<file path="src/design/bcs_pkg.sv">
// ----------------------------------------------------------------------------
// bcs_pkg
// Shared constants and the command/status bundles that join the controller
// and the datapath of the bigram count-and-sample engine.
// ----------------------------------------------------------------------------
package bcs_pkg;

    // fixed field widths of the item ports
    localparam int KEY_W     = 64;
    localparam int POS_W     = 2;
    localparam int CUR_W     = 7;
    localparam int DRAW_W    = 16;
    localparam int IDX_OUT_W = 7;
    localparam int CNT_OUT_W = 8;
    localparam int STATUS_W  = 2;

    // reserved vocabulary slots
    localparam int START_SLOT = 0;
    localparam int END_SLOT   = 1;
    localparam int FIRST_FREE = 2;

    // operation codes
    localparam logic OP_TRAIN  = 1'b0;
    localparam logic OP_SAMPLE = 1'b1;

    // sentence position codes
    localparam logic [POS_W-1:0] POS_FIRST  = 2'd0;
    localparam logic [POS_W-1:0] POS_MIDDLE = 2'd1;
    localparam logic [POS_W-1:0] POS_LAST   = 2'd2;

    // result status codes
    localparam logic [STATUS_W-1:0] ST_OK    = 2'd0;
    localparam logic [STATUS_W-1:0] ST_FULL  = 2'd1;
    localparam logic [STATUS_W-1:0] ST_EMPTY = 2'd2;

    // controller to datapath
    typedef struct packed {
        logic load;
        logic clr_step;
        logic srch_rd;
        logic srch_next;
        logic key_add;
        logic set_full;
        logic upd_rd;
        logic upd_wr;
        logic upd_step1;
        logic train_done;
        logic tot_rd;
        logic set_empty;
        logic div_start;
        logic div_step;
        logic walk_init;
        logic walk_rd;
        logic walk_acc;
        logic set_miss;
        logic out_load;
    } cmd_t;

    // datapath to controller
    typedef struct packed {
        logic clr_last;
        logic op_sample;
        logic pos_last;
        logic step1;
        logic srch_end;
        logic key_match;
        logic full;
        logic row_bad;
        logic div_done;
        logic walk_end;
        logic sum_hit;
        logic out_busy;
    } stat_t;

endpackage

</file>
<file path="src/design/bcs_ctrl.sv">
// ----------------------------------------------------------------------------
// bcs_ctrl
// Sequencer of the engine: clearing pass, vocabulary search, count updates,
// modulo reduction and the cumulative row walk, one item at a time.
// ----------------------------------------------------------------------------
module bcs_ctrl (
    input  logic           aclk,
    input  logic           aresetn,
    input  logic           s_valid,
    output logic           s_ready,
    input  bcs_pkg::stat_t stat,
    output bcs_pkg::cmd_t  cmd
);

    typedef enum logic [12:0] {
        S_CLEAR = 13'b0000000000001,
        S_IDLE  = 13'b0000000000010,
        S_START = 13'b0000000000100,
        S_SRCH  = 13'b0000000001000,
        S_CMP   = 13'b0000000010000,
        S_NEW   = 13'b0000000100000,
        S_URD   = 13'b0000001000000,
        S_UWR   = 13'b0000010000000,
        S_TCHK  = 13'b0000100000000,
        S_DIV   = 13'b0001000000000,
        S_WRD   = 13'b0010000000000,
        S_WACC  = 13'b0100000000000,
        S_FIN   = 13'b1000000000000
    } state_t;

    state_t state_reg, state_next;

    assign s_ready = (state_reg == S_IDLE);

    // next state and commands
    always_comb begin
        state_next = state_reg;
        cmd        = '0;
        unique case (state_reg)
            S_CLEAR: begin
                cmd.clr_step = 1'b1;
                if (stat.clr_last) state_next = S_IDLE;
            end
            S_IDLE: begin
                if (s_valid) begin
                    cmd.load   = 1'b1;
                    state_next = S_START;
                end
            end
            S_START: begin
                if (stat.op_sample) begin
                    cmd.tot_rd = 1'b1;
                    state_next = S_TCHK;
                end else begin
                    state_next = S_SRCH;
                end
            end
            S_SRCH: begin
                if (stat.srch_end) begin
                    state_next = S_NEW;
                end else begin
                    cmd.srch_rd = 1'b1;
                    state_next  = S_CMP;
                end
            end
            S_CMP: begin
                cmd.srch_next = 1'b1;
                state_next    = stat.key_match ? S_URD : S_SRCH;
            end
            S_NEW: begin
                if (stat.full) begin
                    cmd.set_full = 1'b1;
                    state_next   = S_FIN;
                end else begin
                    cmd.key_add = 1'b1;
                    state_next  = S_URD;
                end
            end
            S_URD: begin
                cmd.upd_rd = 1'b1;
                state_next = S_UWR;
            end
            S_UWR: begin
                cmd.upd_wr = 1'b1;
                if (stat.pos_last && !stat.step1) begin
                    cmd.upd_step1 = 1'b1;
                    state_next    = S_URD;
                end else begin
                    cmd.train_done = 1'b1;
                    state_next     = S_FIN;
                end
            end
            S_TCHK: begin
                if (stat.row_bad) begin
                    cmd.set_empty = 1'b1;
                    state_next    = S_FIN;
                end else begin
                    cmd.div_start = 1'b1;
                    state_next    = S_DIV;
                end
            end
            S_DIV: begin
                if (stat.div_done) begin
                    cmd.walk_init = 1'b1;
                    state_next    = S_WRD;
                end else begin
                    cmd.div_step = 1'b1;
                end
            end
            S_WRD: begin
                if (stat.walk_end) begin
                    cmd.set_miss = 1'b1;
                    state_next   = S_FIN;
                end else begin
                    cmd.walk_rd = 1'b1;
                    state_next  = S_WACC;
                end
            end
            S_WACC: begin
                cmd.walk_acc = 1'b1;
                state_next   = stat.sum_hit ? S_FIN : S_WRD;
            end
            S_FIN: begin
                if (!stat.out_busy) begin
                    cmd.out_load = 1'b1;
                    state_next   = S_IDLE;
                end
            end
            default: state_next = S_CLEAR;
        endcase
    end

    // state register
    always_ff @(posedge aclk) begin
        if (!aresetn) state_reg <= S_CLEAR;
        else          state_reg <= state_next;
    end

endmodule

</file>
<file path="config.mk">
export PLATFORM = sky130hd
export DESIGN_NAME = bcs_ctrl
export DESIGN_NICKNAME = d
export VERILOG_FILES = /design/src/design/bcs_pkg.sv /design/src/design/bcs_ctrl.sv
export SDC_FILE = /design/constraint.sdc
export NUM_CORES = 1
export LEC_CHECK = 0
export BUFFER_PORTS_ARGS = -buffer_cell sky130_fd_sc_hd__buf_4
export CAP_MARGIN = 20
export CORE_MARGIN = 2
export CORE_UTILIZATION = 43
export CTS_BUF_LIST = sky130_fd_sc_hd__clkbuf_16
export CTS_CLUSTER_SIZE = 8
export DETAILED_ROUTE_END_ITERATION = 10
export PLACE_DENSITY_LB_ADDON = 0.25
export SLEW_MARGIN = 5
export SYNTH_ARGS = -nofsm -noshare
export SYNTH_HDL_FRONTEND = slang
export SYNTH_SLANG_ARGS = --single-unit
</file>
<file path="constraint.sdc">
create_clock -name aclk -period 2 [get_ports aclk]
set_input_delay 0.2 -clock aclk [delete_from_list [all_inputs] [get_ports aclk]]
set_output_delay 0.2 -clock aclk [all_outputs]
set_load 0.01 [all_outputs]
</file>
==> results.py <==
metrics = {
    "drt": {
        "drtAntennaViolNets": 0,
        "drt_iter0_markers": 71,
        "vias_per_cell": 6.53,
        "vias": 1429,
        "wl_per_cell_um": 22.2,
        "drc": 0,
        "dr.pass1.iters": 4,
        "drt_wl_total_um": 4850,
    },
    "clocking": {
        "cts_made_buffers": 3,
        "cts_sinks": 13,
        "htreeDepth": 1,
        "clock-root-buffer": "clkbuf_16",
        "clk_latency_ns": 0.25,
        "clk_path_buf_depth": 2,
        "clk_pin_slew_worst_paths_ns": 0.05,
        "cts_tree": "done",
    },
    "worst_setup_path": {
        "critPathLaunchType": "flip-flop",
        "crit_arrival_ns": 2.48,
        "required_ns": 2.12,
        "path_class": "flip-flop to flip-flop",
        "cp-end-kind": "flip-flop",
        "crit_start": "state_reg[4]$_SDFFE_PN0P_",
        "r2r_start": "state_reg[4]$_SDFFE_PN0P_",
        "r2r_cells": 10,
        "r2r_slack_ns": -0.36,
        "critPathMaxFanout": 4,
    },
    "die": {
        "num_io_pins": 35,
        "rows": 16,
        "die_h_um": 50.8,
        "core_mm2": 0.00202,
        "fp.dieW_um": 50.8,
        "start_util_pct": 46.5,
        "die_area_mm2": 0.00258,
    },
    "placement": {
        "gp_congestion": 0.916,
        "portBuffers": 34,
        "hpwl_um": 2410,
        "place_ws_ns": -0.0922,
    },
    "logic_synthesis": {
        "ys_seq_area_share_pct": 27.7,
        "synthArstFlopShare_pct": 0,
        "ys_seq_elements": 13,
        "avgSynthCellArea_um2": 7.59,
        "synth_top_area_share_pct": 27.7,
        "syn_area_um2": 941,
        "synth_warnings": 0,
        "dominantRegCellSynth": "dfxtp_1",
        "yosysUniqueCellTypes": 36,
        "synthesis.nets": 139,
        "ys_top_cells_by_area": "dfxtp_1 28%, nor4_1 6.6%, nor2_1 4.8%, nor3_1 4.3%, nor4b_1 3.7%",
        "synth_area_leader_cell": "dfxtp_1",
        "synth_edf_count": 0,
        "syn_inst": 124,
    },
    "timing": {
        "min_period_ns": 2.36,
        "final-hold-violation-count": 0,
        "worst_slew_pin_slew_ns": 0.467,
        "rsz0062_at_grt": "true",
        "skew_ns": 0.00370,
        "slew_headroom_pct": 68.1,
        "period_share_pct": 118,
        "final.setup.worst_slack_ns": -0.364,
        "fmax_ghz": 0.423,
        "maxSlewViolCount": 0,
        "setup_viol": 14,
    },
    "final_layout": {
        "layout_common_cells": "63 x buf_4, 11 x dfxtp_1, 9 x buf_6",
        "num-fill-cells": 92,
        "layout-area-overhead-vs-synth_pct": 92.2,
        "drive_above_1_share_pct": 59.9,
        "num-nets-final": 208,
        "diodes": 0,
        "largest_reg_flops": 13,
        "mostFrequentLayoutCell": "buf_4",
    },
    "status": {
        "failed_checks": "setup timing",
        "status": "finished, violations left",
    },
    "power": {
        "power_density_mw_per_mm2": 826,
        "peakVddDrop_mv": 0.649,
        "total_power_w": 0.00149,
        "p_leak_nw": 0.797,
    },
    "grt": {
        "antenna_found_initial": 0,
        "grt_pass1_wl_um": 6910,
        "grt_pass1_vias": 1398,
        "grt_overflow": 0,
        "grtUsageTotal_pct": 36.4,
        "grt_max_degree": 11,
    },
    "flow_run": {
        "cap_violations": 0,
    },
    "min_path": {
        "timing.hold.worst.start": "stat[2]",
        "min_path_type": "input port to flip-flop",
        "hold_depth": 2,
    },
}
## layout make-up
cell class                      count  area, µm²  area share (%)
Sequential cell                    13        263            14.5
Tap cell                           27       33.8            1.87
Timing Repair Buffer               72        574            31.8
Inverter                            7       26.3            1.45
Clock buffer                        3       75.1            4.15
Clock inverter                      1       3.75           0.208
Multi-Input combinational cell     96        832            46.0
## metrics by stage
step | setup TNS (ns) | hold slack (ns) | instances | area [µm²] | utilization (%)
final | -3.34 | 0.166 | 219 | 1810 | 89.4
after floorplan | -0.243 | 0.279 | 124 | 987 | -
after detailed placement | -0.377 | 0.397 | 202 | 1420 | 70.3
after global routing | -4.03 | 0.162 | 219 | 1810 | 89.4
after global placement | -0.167 | 0.382 | 202 | 1420 | 70.3
after CTS | -1.27 | 0.138 | 215 | 1720 | 85.0
## logic make-up after synthesis
group | after synthesis | share of synthesized area (%)
muxes | 2 | 2.13
AOI/OAI and AO/OA | 18 | 13.6
DFF | 13 | 27.7
and+or+nand+nor | 72 | 46.7
xor gates and xnor gates | 4 | 3.72
buffers and inverters | 15 | 6.25
## Yosys cell counts (2+ instances only)
master,n
o21ai_0,5
nand3_1,3
nor4_1,10
dfxtp_1,13
clkbuf_1,6
a211oi_1,3
nor3_1,8
inv_1,7
and4b_1,2
o22ai_1,2
nand2b_1,5
a21oi_1,2
nor4b_1,4
or3_1,2
and2_1,5
nor2_1,12
or4_1,4
mux2i_1,2
nor3b_1,2
buf_2,2
or3b_2,2
nand2_1,6
or4b_2,2
xor2_1,3
## power by group
part,switching [W],internal [W],leakage (nW)
Combinational,0.000419,0.000394,0.648
Clock,0.000122,0.000265,0.0423
Sequential,0.0000118,0.000282,0.106
Total,0.000553,0.000941,0.797
## final timing paths
kind	end
setup / recovery	state_reg[1]$_SDFFE_PN0P_
hold / removal	state_reg[11]$_SDFFE_PN0P_
setup reg to reg	state_reg[1]$_SDFFE_PN0P_
hold reg to reg	state_reg[10]$_SDFFE_PN0P_
## critical path, cell delays in order, from the launching register on
cell     delay, ns
dfxtp_2       0.32
or4_4         0.53
buf_4         0.16
buf_6         0.12
buf_6         0.11
nor3_4        0.15
buf_4         0.16
a311o_1       0.24
buf_4         0.16
mux2i_1       0.21
nor2_1        0.07
## timing repair
| action | 4_1_cts | 5_1_grt |
|---|---|---|
| resized for setup | 32 | 15 |
| pin swaps | 16 | 10 |
| hold buffers | 0 | 0 |
| setup endpoints to repair | 16 | 19 |
| setup buffers | 9 | 4 |
## layer usage
layer  wire, µm  part of all wire, %  vias to the layer above  global-route usage [%]
met1       1800                   37                      672                    40.7
met3        451                  9.3                       31                    7.74
met4        253                  5.2                        0                    27.5
met5          0                    0                        -                       0
li1           -                    -                      602                       -
met2       2350                   48                      124                    60.1
(Power assumes the default switching activity.)
